**src/rtl/spms_pkg.sv**
```systemverilog
package spms_pkg;

   localparam int OP_W     = 2;
   localparam int SID_IN_W = 2;
   localparam int DATA_W   = 32;
   localparam int STATUS_W = 2;

   typedef enum logic [OP_W-1:0] {
      OP_PUSH = 2'd0,
      OP_POP  = 2'd1,
      OP_PEEK = 2'd2
   } op_type;

   typedef enum logic [STATUS_W-1:0] {
      ST_OK    = 2'd0,
      ST_EMPTY = 2'd1,
      ST_FULL  = 2'd2
   } status_type;

   typedef enum logic [1:0] {
      S_IDLE,
      S_FETCH,
      S_EXEC
   } state_type;

   // controller -> datapath strobes
   typedef struct packed {
      logic capture;
      logic fetch;
      logic commit;
   } ctrl_cmd_type;

endpackage

```
**src/rtl/spms_if.sv**
```systemverilog
interface spms_req_if;
   logic                                valid;
   logic                                ready;
   logic [spms_pkg::OP_W-1:0]           op;
   logic [spms_pkg::SID_IN_W-1:0]       stack_id;
   logic signed [spms_pkg::DATA_W-1:0]  push_value;

   modport source (output valid, op, stack_id, push_value, input ready);
   modport sink   (input valid, op, stack_id, push_value, output ready);
endinterface

interface spms_rsp_if;
   logic                                valid;
   logic                                ready;
   logic signed [spms_pkg::DATA_W-1:0]  read_value;
   logic [spms_pkg::STATUS_W-1:0]       status;
   logic                                stack_empty;

   modport source (output valid, read_value, status, stack_empty, input ready);
   modport sink   (input valid, read_value, status, stack_empty, output ready);
endinterface

```
**src/rtl/spms_ctrl.sv**
```systemverilog
module spms_ctrl (
   input  logic                   clock,
   input  logic                   reset,
   input  logic                   req_valid,
   output logic                   req_ready,
   output logic                   rsp_valid,
   input  logic                   rsp_ready,
   output spms_pkg::ctrl_cmd_type cmd
);

   spms_pkg::state_type state_ff, state_in;
   logic                rsp_valid_ff, rsp_valid_in;

   always_ff @(posedge clock) begin
      if (reset) begin
         state_ff     <= spms_pkg::S_IDLE;
         rsp_valid_ff <= 1'b0;
      end else begin
         state_ff     <= state_in;
         rsp_valid_ff <= rsp_valid_in;
      end
   end

   always_comb begin
      state_in     = state_ff;
      cmd          = '0;
      req_ready    = 1'b0;
      rsp_valid_in = rsp_valid_ff && !rsp_ready;
      case (state_ff)
         spms_pkg::S_IDLE: begin
            req_ready = 1'b1;
            if (req_valid) begin
               cmd.capture = 1'b1;
               state_in    = spms_pkg::S_FETCH;
            end
         end
         spms_pkg::S_FETCH: begin
            cmd.fetch = 1'b1;
            state_in  = spms_pkg::S_EXEC;
         end
         spms_pkg::S_EXEC: begin
            // commit only once the output register is free
            if (!rsp_valid_ff || rsp_ready) begin
               cmd.commit   = 1'b1;
               rsp_valid_in = 1'b1;
               state_in     = spms_pkg::S_IDLE;
            end
         end
         default: begin
            state_in = spms_pkg::S_IDLE;
         end
      endcase
   end

   assign rsp_valid = rsp_valid_ff;

endmodule

```
**src/rtl/spms_dpath.sv**
```systemverilog
module spms_dpath #(
   parameter int POOL_SLOTS  = 16,
   parameter int STACK_COUNT = 3
) (
   input  logic                                  clock,
   input  logic                                  reset,
   input  spms_pkg::ctrl_cmd_type                cmd,
   input  logic [spms_pkg::OP_W-1:0]             req_op,
   input  logic [spms_pkg::SID_IN_W-1:0]         req_stack_id,
   input  logic signed [spms_pkg::DATA_W-1:0]    req_push_value,
   output logic signed [spms_pkg::DATA_W-1:0]    rsp_read_value,
   output logic [spms_pkg::STATUS_W-1:0]         rsp_status,
   output logic                                  rsp_stack_empty
);

   localparam int IDX_W = $clog2(POOL_SLOTS);
   localparam int PTR_W = $clog2(POOL_SLOTS + 1);
   localparam int SID_W = (STACK_COUNT > 1) ? $clog2(STACK_COUNT) : 1;
   localparam logic [PTR_W-1:0] NULL_PTR = PTR_W'(POOL_SLOTS);

   // slot and stack-top stores
   logic [spms_pkg::DATA_W-1:0] value_mem [POOL_SLOTS];
   logic [PTR_W-1:0]            link_mem  [POOL_SLOTS];
   logic [PTR_W-1:0]            top_mem   [STACK_COUNT];
   logic [STACK_COUNT-1:0]      top_vld_ff;

   logic [PTR_W-1:0] free_head_ff, free_head_in;
   logic [PTR_W-1:0] fresh_ff, fresh_in;   // slots >= fresh never written

   // captured request
   logic [spms_pkg::OP_W-1:0]   op_ff;
   logic [SID_W-1:0]            sid_ff;
   logic [spms_pkg::DATA_W-1:0] val_ff;
   logic                        range_ff;
   logic [PTR_W-1:0]            top_rd_ff;
   logic                        top_hit_ff;

   // fetched slot data
   logic [PTR_W-1:0]            link_rd_ff;
   logic [PTR_W-1:0]            link_addr_ff;
   logic                        link_fresh_ff;
   logic [spms_pkg::DATA_W-1:0] value_rd_ff;

   logic [PTR_W-1:0]            top_ptr, link_addr, link_val;
   logic                        top_null, free_null, link_null;
   logic                        value_we, link_we, top_we;
   logic [PTR_W-1:0]            link_wa, link_wd, top_wd;
   logic [spms_pkg::DATA_W-1:0] rd_val;
   spms_pkg::status_type        st;
   logic                        empty_after;

   always_ff @(posedge clock) begin
      if (cmd.capture) begin
         op_ff      <= req_op;
         sid_ff     <= SID_W'(req_stack_id);
         val_ff     <= req_push_value;
         range_ff   <= (32'(req_stack_id) < 32'(STACK_COUNT));
         top_rd_ff  <= top_mem[SID_W'(req_stack_id)];
         top_hit_ff <= top_vld_ff[SID_W'(req_stack_id)];
      end
   end

   assign top_ptr   = top_hit_ff ? top_rd_ff : NULL_PTR;
   assign link_addr = (op_ff == spms_pkg::OP_PUSH) ? free_head_ff : top_ptr;

   always_ff @(posedge clock) begin
      if (cmd.fetch) begin
         link_rd_ff    <= link_mem[link_addr[IDX_W-1:0]];
         value_rd_ff   <= value_mem[top_ptr[IDX_W-1:0]];
         link_addr_ff  <= link_addr;
         link_fresh_ff <= (link_addr >= fresh_ff);
      end
   end

   // unwritten link entries hold the reset chain i -> i+1
   assign link_val  = link_fresh_ff ? PTR_W'(link_addr_ff + 1'b1) : link_rd_ff;
   assign top_null  = (top_ptr >= NULL_PTR);
   assign free_null = (free_head_ff >= NULL_PTR);
   assign link_null = (link_val >= NULL_PTR);

   always_comb begin
      rd_val       = '0;
      st           = spms_pkg::ST_OK;
      empty_after  = 1'b1;
      free_head_in = free_head_ff;
      fresh_in     = fresh_ff;
      value_we     = 1'b0;
      link_we      = 1'b0;
      link_wa      = free_head_ff;
      link_wd      = top_ptr;
      top_we       = 1'b0;
      top_wd       = top_ptr;
      if (!range_ff) begin
         st = spms_pkg::ST_EMPTY;
      end else begin
         empty_after = top_null;
         case (op_ff)
            spms_pkg::OP_PUSH: begin
               if (free_null) begin
                  st = spms_pkg::ST_FULL;
               end else begin
                  value_we     = 1'b1;
                  link_we      = 1'b1;
                  link_wa      = free_head_ff;
                  link_wd      = top_null ? NULL_PTR : top_ptr;
                  top_we       = 1'b1;
                  top_wd       = free_head_ff;
                  free_head_in = link_null ? NULL_PTR : link_val;
                  if (free_head_ff == fresh_ff) begin
                     fresh_in = PTR_W'(fresh_ff + 1'b1);
                  end
                  empty_after  = 1'b0;
               end
            end
            spms_pkg::OP_POP: begin
               if (top_null) begin
                  st = spms_pkg::ST_EMPTY;
               end else begin
                  rd_val       = value_rd_ff;
                  top_we       = 1'b1;
                  top_wd       = link_null ? NULL_PTR : link_val;
                  link_we      = 1'b1;
                  link_wa      = top_ptr;
                  link_wd      = free_null ? NULL_PTR : free_head_ff;
                  free_head_in = top_ptr;
                  empty_after  = link_null;
               end
            end
            spms_pkg::OP_PEEK: begin
               if (top_null) begin
                  st = spms_pkg::ST_EMPTY;
               end else begin
                  rd_val = value_rd_ff;
               end
            end
            default: begin
            end
         endcase
      end
   end

   // memory writes and result register
   always_ff @(posedge clock) begin
      if (cmd.commit) begin
         if (value_we) begin
            value_mem[free_head_ff[IDX_W-1:0]] <= val_ff;
         end
         if (link_we) begin
            link_mem[link_wa[IDX_W-1:0]] <= link_wd;
         end
         if (top_we) begin
            top_mem[sid_ff] <= top_wd;
         end
         rsp_read_value  <= rd_val;
         rsp_status      <= st;
         rsp_stack_empty <= empty_after;
      end
   end

   always_ff @(posedge clock) begin
      if (reset) begin
         free_head_ff <= '0;
         fresh_ff     <= '0;
         top_vld_ff   <= '0;
      end else if (cmd.commit) begin
         free_head_ff <= free_head_in;
         fresh_ff     <= fresh_in;
         if (top_we) begin
            top_vld_ff[sid_ff] <= 1'b1;
         end
      end
   end

endmodule

```
**src/rtl/shared_pool_multi_stack.sv**
```systemverilog
// Several LIFO stacks sharing one pool of POOL_SLOTS slots. Each request beat is a
// push, pop or peek on one of STACK_COUNT stacks and yields exactly one response
// beat: read_value (popped or peeked data, else 0), status (ok, stack empty, pool
// full) and stack_empty (addressed stack empty after the operation). A stack id
// of STACK_COUNT or more answers "empty" and changes nothing; op code 3 is a no-op.
// Each request runs accept, fetch, commit: the accept cycle reads the stack-top
// store, fetch reads the slot link and value stores (registered reads), commit
// updates the stores and loads the response register. The next request is
// accepted while a response beat still waits; commit then holds until that
// beat is taken. No clearing pass after reset: the top store uses per-stack
// valid bits and the untouched part of the free list is tracked by a fill count,
// so the block is ready as soon as reset is released.
module shared_pool_multi_stack #(
   parameter int POOL_SLOTS  = 16,
   parameter int STACK_COUNT = 3
) (
   input  logic        clock,
   input  logic        reset,
   spms_req_if.sink    req_chan,
   spms_rsp_if.source  rsp_chan
);

   spms_pkg::ctrl_cmd_type cmd;

   // sequencing: accept -> fetch -> commit
   spms_ctrl u_ctrl (
      .clock     (clock),
      .reset     (reset),
      .req_valid (req_chan.valid),
      .req_ready (req_chan.ready),
      .rsp_valid (rsp_chan.valid),
      .rsp_ready (rsp_chan.ready),
      .cmd       (cmd)
   );

   // stores, free list and response register
   spms_dpath #(
      .POOL_SLOTS  (POOL_SLOTS),
      .STACK_COUNT (STACK_COUNT)
   ) u_dpath (
      .clock           (clock),
      .reset           (reset),
      .cmd             (cmd),
      .req_op          (req_chan.op),
      .req_stack_id    (req_chan.stack_id),
      .req_push_value  (req_chan.push_value),
      .rsp_read_value  (rsp_chan.read_value),
      .rsp_status      (rsp_chan.status),
      .rsp_stack_empty (rsp_chan.stack_empty)
   );

endmodule

```
**src/flat_wrapper.sv**
```systemverilog
// flat-port wrapper written by rule: the top's interface ports become plain ports
module shared_pool_multi_stack_flat 
#(
   parameter int POOL_SLOTS  = 16,
   parameter int STACK_COUNT = 3
)
  (clock, reset, req_chan_valid, req_chan_op, req_chan_stack_id, req_chan_push_value, req_chan_ready, rsp_chan_valid, rsp_chan_read_value, rsp_chan_status, rsp_chan_stack_empty, rsp_chan_ready);
  spms_req_if req_chan_i ();
  spms_rsp_if rsp_chan_i ();
  input  logic clock;
  input  logic reset;
  input wire logic [$bits(req_chan_i.valid)-1:0] req_chan_valid;
  input wire logic [$bits(req_chan_i.op)-1:0] req_chan_op;
  input wire logic [$bits(req_chan_i.stack_id)-1:0] req_chan_stack_id;
  input wire logic [$bits(req_chan_i.push_value)-1:0] req_chan_push_value;
  output wire logic [$bits(req_chan_i.ready)-1:0] req_chan_ready;
  output wire logic [$bits(rsp_chan_i.valid)-1:0] rsp_chan_valid;
  output wire logic [$bits(rsp_chan_i.read_value)-1:0] rsp_chan_read_value;
  output wire logic [$bits(rsp_chan_i.status)-1:0] rsp_chan_status;
  output wire logic [$bits(rsp_chan_i.stack_empty)-1:0] rsp_chan_stack_empty;
  input wire logic [$bits(rsp_chan_i.ready)-1:0] rsp_chan_ready;
  assign req_chan_i.valid = req_chan_valid;
  assign req_chan_i.op = req_chan_op;
  assign req_chan_i.stack_id = req_chan_stack_id;
  assign req_chan_i.push_value = req_chan_push_value;
  assign req_chan_ready = req_chan_i.ready;
  assign rsp_chan_valid = rsp_chan_i.valid;
  assign rsp_chan_read_value = rsp_chan_i.read_value;
  assign rsp_chan_status = rsp_chan_i.status;
  assign rsp_chan_stack_empty = rsp_chan_i.stack_empty;
  assign rsp_chan_i.ready = rsp_chan_ready;
  shared_pool_multi_stack #(.POOL_SLOTS(POOL_SLOTS), .STACK_COUNT(STACK_COUNT)) u_core (.clock(clock), .reset(reset), .req_chan(req_chan_i), .rsp_chan(rsp_chan_i));
endmodule
```
**config.mk**
```make
export PLATFORM = sky130hd
export DESIGN_NAME = shared_pool_multi_stack_flat
export DESIGN_NICKNAME = d
export VERILOG_FILES = /design/src/rtl/spms_pkg.sv /design/src/rtl/spms_if.sv /design/src/rtl/spms_ctrl.sv /design/src/rtl/spms_dpath.sv /design/src/rtl/shared_pool_multi_stack.sv /design/src/flat_wrapper.sv
export SDC_FILE = /design/constraint.sdc
export NUM_CORES = 1
export LEC_CHECK = 0
export ABC_CLOCK_PERIOD_IN_PS = 4200
export BUFFER_PORTS_ARGS = -buffer_cell sky130_fd_sc_hd__buf_2
export CORE_MARGIN = 1.5
export CORE_UTILIZATION = 62
export DETAILED_ROUTE_END_ITERATION = 7
export PLACE_DENSITY = 0.86
export SLEW_MARGIN = 10
export SYNTH_ARGS = -nofsm -noshare
export SYNTH_HDL_FRONTEND = slang
export SYNTH_SLANG_ARGS = --single-unit
```
**constraint.sdc**
```tcl
create_clock -name clock -period 4.2 [get_ports clock]
set_input_delay 0.42 -clock clock [delete_from_list [all_inputs] [get_ports clock]]
set_output_delay 0.42 -clock clock [all_outputs]
set_load 0.01 [all_outputs]
```
==> results of run 1 <==
[synthesized netlist by cell type (all sizes together) (18+ instances only)]
library cell and count:
and2 102, clkbuf 55, o32ai 32, buf 54
mux2 72, nand2 59, a21oi 18, a221o 65
edfxtp 728, mux4 80, a22oi 67, o21ai 52
nor2 92
[cell families (layout without fill, tap and decap cells)]
| group | after synthesis | count (layout) | share of synthesized area |
|---|---|---|---|
| AO/OA/AOI/OAI | 279 | 279 | 0.07253 |
| multiplexers | 164 | 164 | 0.09285 |
| buffers and inverters | 123 | 299 | 0.01888 |
| adder cells (fa/ha/maj) | 10 | 10 | 0.004251 |
| AND/OR/NAND/NOR | 317 | 317 | 0.05518 |
| XOR/XNOR | 9 | 9 | 0.002678 |
| flip-flops | 744 | 744 | 0.7536 |
[through the flow]
stage / worst slack [ns] / power, mW / utilization / std cells / instance area, um^2
6_report: 1.092 / 15.63 / 0.7137 / 2429 / 33300
5_1_grt: 0.9072 / 16.00 / 0.7137 / 2429 / 33300
4_1_cts: 1.176 / 15.67 / 0.7137 / 2429 / 33300
3_5_place_dp: 1.197 / 9.196 / 0.6553 / 2264 / 30570
3_3_place_gp: 1.206 / 9.169 / 0.6553 / 2264 / 30570
2_1_floorplan: 0.3747 / 8.945 / - / 1646 / 29430
[state kept, by name, indices dropped and copies added (netlist names), 3 cells and up]
signal	count
u_core.u_dpath.value_rd_ff	32
u_core.u_dpath.val_ff	32
u_core.u_dpath.value_mem	512
u_core.u_dpath.top_rd_ff	5
u_core.u_dpath.link_rd_ff	5
u_core.u_dpath.fresh_ff	5
u_core.u_dpath.top_mem	15
u_core.u_dpath.rsp_read_value	32
u_core.u_dpath.link_mem	80
u_core.u_dpath.top_vld_ff	3
u_core.u_dpath.free_head_ff	5
u_core.u_dpath.link_addr_ff	5
[worst register-to-register path: stages (launching register included)]
cell	delay [ns]
sky130_fd_sc_hd__edfxtp_1	0.39
sky130_fd_sc_hd__inv_1	0.10
sky130_fd_sc_hd__ha_1	0.54
sky130_fd_sc_hd__nand3b_1	0.29
sky130_fd_sc_hd__a2111o_1	0.56
sky130_fd_sc_hd__nor2_1	0.21
sky130_fd_sc_hd__nand2_1	0.14
sky130_fd_sc_hd__nor2_1	0.50
[repair_timing]
item / 4_1_cts / 5_1_grt
resized for setup: 0 / 0
hold endpoints to repair: 33 / 0
hold buffers: 33 / 0
setup endpoints to repair: 0 / 0
[worst max path at each step]
stage                                           end               startpoint  slack [ns]  cells after the start
floorplan           u_core.u_dpath.value_mem[12][0]  u_core.u_dpath.op_ff[0]        0.37                      6
global placement       u_core.u_dpath.link_fresh_ff  u_core.u_dpath.op_ff[0]        1.21                     11
detailed placement     u_core.u_dpath.link_fresh_ff  u_core.u_dpath.op_ff[0]        1.20                     11
CTS                    u_core.u_dpath.link_fresh_ff  u_core.u_dpath.op_ff[0]        1.18                     11
global route          u_core.u_dpath.link_mem[0][0]  u_core.u_dpath.op_ff[1]        0.91                      7
finish                u_core.u_dpath.link_mem[6][0]  u_core.u_dpath.op_ff[1]        1.09                      7
[layer usage]
layer	vias to the layer above	share of wire	track usage
met5	-	0	0
met4	0	0.032	0.1103
met2	1270	0.50	0.4555
met3	180	0.11	0.05046
met1	8326	0.37	0.3817
li1	6849	-	-
[cell usage in the layout, fill, tap and decap left out, types with 13 or more instances in the layout]
cell type and instances:
sky130_fd_sc_hd__a22oi_1 67, sky130_fd_sc_hd__dfxtp_1 16, sky130_fd_sc_hd__buf_2 76, sky130_fd_sc_hd__nor2_4 13, sky130_fd_sc_hd__mux4_2 80, sky130_fd_sc_hd__a21oi_1 18, sky130_fd_sc_hd__and2_0 51, sky130_fd_sc_hd__nor2_1 79
sky130_fd_sc_hd__a221o_1 65, sky130_fd_sc_hd__nand3_1 13, sky130_fd_sc_hd__edfxtp_1 728, sky130_fd_sc_hd__clkbuf_16 76, sky130_fd_sc_hd__o32ai_1 32, sky130_fd_sc_hd__buf_4 42, sky130_fd_sc_hd__mux2_2 71, sky130_fd_sc_hd__and2_1 49
sky130_fd_sc_hd__clkbuf_1 19, sky130_fd_sc_hd__o21ai_0 50, sky130_fd_sc_hd__dlygate4sd3_1 33, sky130_fd_sc_hd__nand2_1 57
[cell type report]
class | count | area share
sequential | 744 | 0.6662
clock inverter | 35 | 0.01184
timing repair buffer | 153 | 0.03202
multi-input combinational | 779 | 0.2054
inverter | 14 | 0.001653
tap | 607 | 0.02281
clock buffer | 97 | 0.06009
[where the power goes]
| part | switching, mW | internal (mW) |
|---|---|---|
| registers | 0.117 | 8.24 |
| logic | 0.428 | 0.294 |
| clock network | 2.75 | 3.80 |
==> results.txt, run 1 <==
----------------------------------------------------
[Run status]
  Status ... finished, violations left
  Failing checks ... design-rule violations

[Synthesis]
  Top cells by area, synth ... sky130_fd_sc_hd__edfxtp_1 74%, sky130_fd_sc_hd__mux4_2 6.1%, sky130_fd_sc_hd__mux2_2 2.7%
  Cell Area, Synth ... about 0.03 mm^2
  Synth top area share ... 0.7428
  Number of enable-type register cells in the synthesized netlist ... 728
  Proportion of synthesized chip area in sequential cells ... 0.7536
  Most instantiated flip-flop cell in the synthesis netlist ... sky130_fd_sc_hd__edfxtp_1
  Net count of the mapped netlist ... 1696
  Flip-flop and latch count after synthesis ... 744
  Average cell area after synthesis ... ~18 um^2
  Total number of yosys warnings ... 0
  Number of instances in the synthesized netlist ... between 1500 and 2000
  Number of library cell types mapped by synthesis ... 60
  Async set-or-reset flop fraction in the synthesized netlist ... 0
  Cell taking the most area after synthesis ... sky130_fd_sc_hd__edfxtp_1

[Global route]
  Global-route usage over all layers ... 0.2797
  Aggregate global routing overflow ... 0
  Initial antenna violation count ... 0
  Vias in the first global route ... approximately 17000
  Global-route wire length before repair ... just over 100000 um
  Largest net degree at the start of global routing ... 95

[Detailed routing]
  Final routed wire length divided by cell count ... 27.82 um
  First-iteration detailed-routing DRC count ... 2245
  Final routed DRC violation total ... 2
  Final routed wirelength across all metal layers ... 67580 um
  Number of optimization iterations in the first detailed-route pass ... 8
  Total number of vias ... 16630
  Avg Vias per Cell ... 6.844
  ANT nets after route ... 0

[Clock tree]
  H-tree depth ... 3
  Number of sinks handled by clock tree synthesis ... 744
  Buffer cell driving the clock tree root ... sky130_fd_sc_hd__clkbuf_16
  Post-CTS setup repair buffer count ... 0
  Max Buffers Root-to-Sink ... 3
  Clock tree from TritonCTS ... built
  Clock network latency to the later pin of the worst-skew pair ... about 0.63 ns
  Clock input transition at the sequential cells of the worst setup and hold paths ... around 0.060 ns
  Num CTS Buffers ... 73

[Setup path]
  Crit path buf inv count ... 1
  Path depth of the worst reg2reg path ... 7
  Largest incremental delay on the critical path ... ~0.56 ns
  Classification of the worst setup path ... reg -> reg
  Worst endpoint data arrival time ... between 3 and 4 ns
  Terminus of the critical flop-to-flop path ... u_core.u_dpath.link_mem[6][0]
  Top cell family by delay on the critical path ... simple AND/OR/NAND/NOR gates
  Critical Path, Cell by Cell ... inv_1, ha_1, nand3b_1, a2111o_1, nor2_1, nand2_1, nor2_1
  Maximum fanout count along the critical path ... 17
  Worst r2r src ... u_core.u_dpath.op_ff[1]
  Critical Path Source Type ... flop
  Endpoint type of the worst setup path ... flop
  Most numerous cell on the critical path ... sky130_fd_sc_hd__nor2_1
  Worst path required time ... 4.44 ns
  Reg2Reg Setup Slack ... 1.09 ns
  Slowest CP cell ... sky130_fd_sc_hd__a2111o_1

[Cells and area]
  Share of cells above drive strength 1 ... 0.2195
  Number of inserted filler cells in the final layout ... 2596
  Diode insertion count for antenna repair ... 0
  Area taken by flip-flops and latches ... around 0.022 mm^2
  Nets@finish ... 1815
  Total area of multi-input combinational cells ... ~0.0068 mm^2
  Layout overhead on the synthesized area ... 13.13%

[Run]
  Maxcap violations ... 0

[STA]
  Setup_tns ... 0 ns
  Shortest period the worst path allows ... between 3 and 4 ns
  Hold_ws ... 0.01819 ns
  Highest Clock Rate ... ~0.32 GHz
  Fin Clk Skew ... 0.03903 ns
  Number of slew-limit violations in the final report ... 0
  RSZ-0062 raised after global routing ... no
  Transition at the pin with the smallest max-transition slack ... 1.027 ns
  Final setup violation count ... 0
  Tcrit/Tclk final ... 0.7401
  Final-report hold violation count ... 0
  Worst-case headroom to the max-slew limit ... 0.3155

[Worst hold path]
  Path class of the lowest-slack min-delay path ... in -> reg
  Hold path depth ... 1
  Launch point of the worst hold path ... req_chan_op[1]
  Sink of the worst hold path ... u_core.u_dpath.op_ff[1]

[Floorplan]
  Total die area ... 0.04879 mm^2
  Std cell rows ... 79
  Chip width ... between 200 and 250 um
  Y dimension of the die ... approximately 220 um
  Initial standard-cell utilization of the core ... 0.6308
  Boundary pin count ... 77
  Core Footprint ... 0.04665 mm^2

[Place]
  Total of buffers placed on input and output ports ... 76
  Final HPWL DP ... between 30000 and 40000 um
  Final GP Congestion ... roughly 0.89

[Power and ir drop]
  Power per cell area ... approximately 470 mW/mm^2
  Worst vdd ir ... 528.6 uV
  Pleak ... 10.79 nW

----------------------------------------------------
(Power assumes the default switching activity.)
==> run 2, diff against run 1 <==
--- a/config.mk
+++ b/config.mk
@@ -5,7 +5,7 @@
 export SDC_FILE = /design/constraint.sdc
 export NUM_CORES = 1
 export LEC_CHECK = 0
-export ABC_CLOCK_PERIOD_IN_PS = 4200
+export ABC_CLOCK_PERIOD_IN_PS = 3100
 export BUFFER_PORTS_ARGS = -buffer_cell sky130_fd_sc_hd__buf_2
 export CORE_MARGIN = 1.5
 export CORE_UTILIZATION = 62
==> constraint.sdc (replaced) <==
create_clock -name clock -period 3.1 [get_ports clock]
set_input_delay 0.31 -clock clock [delete_from_list [all_inputs] [get_ports clock]]
set_output_delay 0.31 -clock clock [all_outputs]
set_load 0.01 [all_outputs]
==> results.txt, run 2 (synthesis results as in run 1) <==
----------------------------------------------------
[Run status]
  Status ... finished, violations left
  Failing checks ... design-rule violations

[Place]
  Placed instance count ... 2294 (+1.3%)
  Final HPWL DP ... 37910 um (+2.5%)
  Total of buffers placed on input and output ports ... 76 (unchanged)
  DP Area ... 0.03110 mm^2 (+1.7%)
  Final GP Congestion ... 0.8681 (-2.7%)
  Worst slack at placement ... 0.2037 ns (-0.9937 ns)

[Cells and area]
  Nets@finish ... 1846 (+1.7%)
  Diode insertion count for antenna repair ... 0 (unchanged)
  Most used cells in the layout excluding fill and tap cells ... 728 x sky130_fd_sc_hd__edfxtp_1, 80 x sky130_fd_sc_hd__mux4_2, 77 x sky130_fd_sc_hd__nor2_1, 76 x sky130_fd_sc_hd__buf_2, 74 x sky130_fd_sc_hd__clkbuf_16
  Share of cells above drive strength 1 ... 0.2352 (+0.01563)
  Post-layout instance area ... 0.03379 mm^2 (+1.5%)
  Flip-flop count of the largest register, all copies and words added ... 512 (unchanged)
  Leading cell type in the layout, fill and taps excluded ... sky130_fd_sc_hd__edfxtp_1
  Filler-free cell count of the finished design ... 2461 (+1.3%)
  Layout overhead on the synthesized area ... 14.80%

[Clock tree]
  Post-CTS setup repair buffer count ... 0 (unchanged)
  Clock input transition at the sequential cells of the worst setup and hold paths ... 0.06 ns (about the same)
  Num CTS Buffers ... 73 (unchanged)
  Number of sinks handled by clock tree synthesis ... 744 (unchanged)
  Clock network latency to the later pin of the worst-skew pair ... 0.62 ns (about the same)
  Max Buffers Root-to-Sink ... 3 (unchanged)
  Clock tree from TritonCTS ... built
  Buffer cell driving the clock tree root ... sky130_fd_sc_hd__clkbuf_16
  H-tree depth ... 3 (unchanged)

[Floorplan]
  Y dimension of the die ... 220.9 um (unchanged)
  Chip width ... 220.9 um (unchanged)
  Core Footprint ... 0.04665 mm^2 (unchanged)
  Std cell rows ... 79 (unchanged)
  Boundary pin count ... 77 (unchanged)
  Total die area ... 0.04879 mm^2 (unchanged)
  Initial standard-cell utilization of the core ... 0.6308 (unchanged)

[Detailed routing]
  Number of optimization iterations in the first detailed-route pass ... 8 (unchanged)
  Final routed DRC violation total ... 6 (+4)
  ANT nets after route ... 0 (unchanged)
  Final routed wire length divided by cell count ... 28.40 um (+2.1%)
  Total number of vias ... 16550 (-0.45%)
  Final routed wirelength across all metal layers ... 69880 um (+3.4%)
  First-iteration detailed-routing DRC count ... 2419 (+7.8%)
  Avg Vias per Cell ... 6.725 (-1.7%)

[STA]
  Fin Clk Skew ... 0.02869 ns (-0.01034 ns)
  Final worst-path setup slack ... 0.1518 ns (-0.9398 ns)
  Hold_ws ... 0.07417 ns (+0.05598 ns)
  Highest Clock Rate ... 0.3392 GHz (+5.4%)
  Number of slew-limit violations in the final report ... 0 (unchanged)
  Final-report hold violation count ... 0 (unchanged)
  RSZ-0062 raised after global routing ... yes
  Transition at the pin with the smallest max-transition slack ... 1.054 ns (+0.02733 ns)
  Worst-case headroom to the max-slew limit ... 0.2946 (-0.02088)
  Shortest period the worst path allows ... 2.948 ns (-0.1602 ns)
  Tcrit/Tclk final ... 0.9510 (+0.2109)
  Final setup violation count ... 0 (unchanged)

[Global route]
  Global-route wire length before repair ... 105200 um (+2.8%)
  Initial antenna violation count ... 1 (+1)
  Global Route met2 Usage ... 0.4670 (+0.01154)
  Vias in the first global route ... 16790 (+0.67%)
  Largest net degree at the start of global routing ... 73 (-23%)
  Aggregate global routing overflow ... 0 (unchanged)
  Top Usage Layer GRT ... met2
  Global-route usage over all layers ... 0.2900 (+0.01021)
  Met3 Resource Use GR ... 0.05949 (+0.009029)
  Met1 demand-to-capacity share in global routing ... 0.4000 (+0.01834)

[Run]
  Maxcap violations ... 0 (unchanged)

[Setup path]
  Worst endpoint data arrival time ... 3.20 ns (-0.15 ns)
  Worst path required time ... 3.35 ns (-1.09 ns)
  Launch point of the critical path ... u_core.u_dpath.op_ff[1]
  Classification of the worst setup path ... reg -> reg
  Terminus of the critical flop-to-flop path ... u_core.u_dpath.link_mem[4][2]
  Maximum fanout count along the critical path ... 12 (-5)
  Worst r2r src ... u_core.u_dpath.op_ff[1]
  Endpoint type of the worst setup path ... flop
  Capture point of the critical path ... u_core.u_dpath.link_mem[4][2]
  Reg2Reg Setup Slack ... 0.15 ns (-0.94 ns)
  Path depth of the worst reg2reg path ... 8 (+1)
  Critical Path Source Type ... flop

[Power and ir drop]
  Pleak ... 10.99 nW (+1.8%)
  Worst vdd ir ... 541.1 uV (+2.4%)
  Power per cell area ... 625.2 mW/mm^2 (+33%)
  Power consumption ... 21.12 mW (+35%)

[Worst hold path]
  Launch point of the worst hold path ... req_chan_stack_id[0]
  Path class of the lowest-slack min-delay path ... in -> reg

----------------------------------------------------
## run 2: cell count changes in the layout (fill, tap and decap cells not counted), sizes merged, moves of 2 or more
cell | previous run | this run
buf | 120 | 150
inv | 15 | 18
clkinv | 26 | 28
clkbuf | 97 | 93
## run 2: worst min-delay path by stage
stage,to,slack [ns],cells past startpoint
2_1_floorplan,u_core.u_dpath.op_ff[0],0.41,0
3_3_place_gp,u_core.u_dpath.top_vld_ff[0],0.45,2
3_5_place_dp,u_core.u_dpath.top_vld_ff[0],0.48,2
4_1_cts,u_core.u_dpath.range_ff,0.05,2
5_1_grt,u_core.u_dpath.range_ff,0.07,2
6_report,u_core.u_dpath.range_ff,0.07,2
## run 2: layout make-up
class | instances | area, um^2
sequential | 744 | 22180
fill | 2574 | 12870
multi-input combinational | 779 | 6875
clock buffer | 93 | 1923
timing repair buffer | 184 | 1577
tap | 607 | 759.5
clock inverter | 40 | 417.9
inverter | 14 | 55.05
## run 2: where the power goes
| part | internal [mW] | switching [mW] |
|---|---|---|
| Combinational | 0.430 | 0.606 |
| Clock | 5.08 | 3.69 |
| Sequential | 11.2 | 0.147 |
## run 2: through the flow
| step | setup TNS, ns | utilization |
|---|---|---|
| after floorplan | 0 | - |
| after global placement | 0 | 0.6665 |
| after detailed placement | 0 | 0.6665 |
| after CTS | 0 | 0.7240 |
| after global routing | -0.2142 | 0.7242 |
| final | 0 | 0.7242 |
## run 2: routing by layer
layer | up-vias | routed length [um]
li1 | 6927 | -
met1 | 8253 | 26080
met2 | 1185 | 34170
met3 | 185 | 7297
met4 | 0 | 2335
met5 | - | 0
## run 2: what timing repair did
item	4_1_cts	5_1_grt
endpoints found under the hold margin	34	0
resized for setup	0	3
hold buffers	34	0
endpoints found under the setup margin	0	46
## run 2: worst max-delay path: stages, from the launching register on
cell and delay [ns]:
sky130_fd_sc_hd__edfxtp_1 0.40, sky130_fd_sc_hd__inv_1 0.12, sky130_fd_sc_hd__ha_1 0.41, sky130_fd_sc_hd__buf_4 0.22, sky130_fd_sc_hd__nand2b_1 0.10, sky130_fd_sc_hd__a2111o_1 0.52
sky130_fd_sc_hd__nor2b_1 0.19, sky130_fd_sc_hd__nand2_1 0.22, sky130_fd_sc_hd__nor2_1 0.42
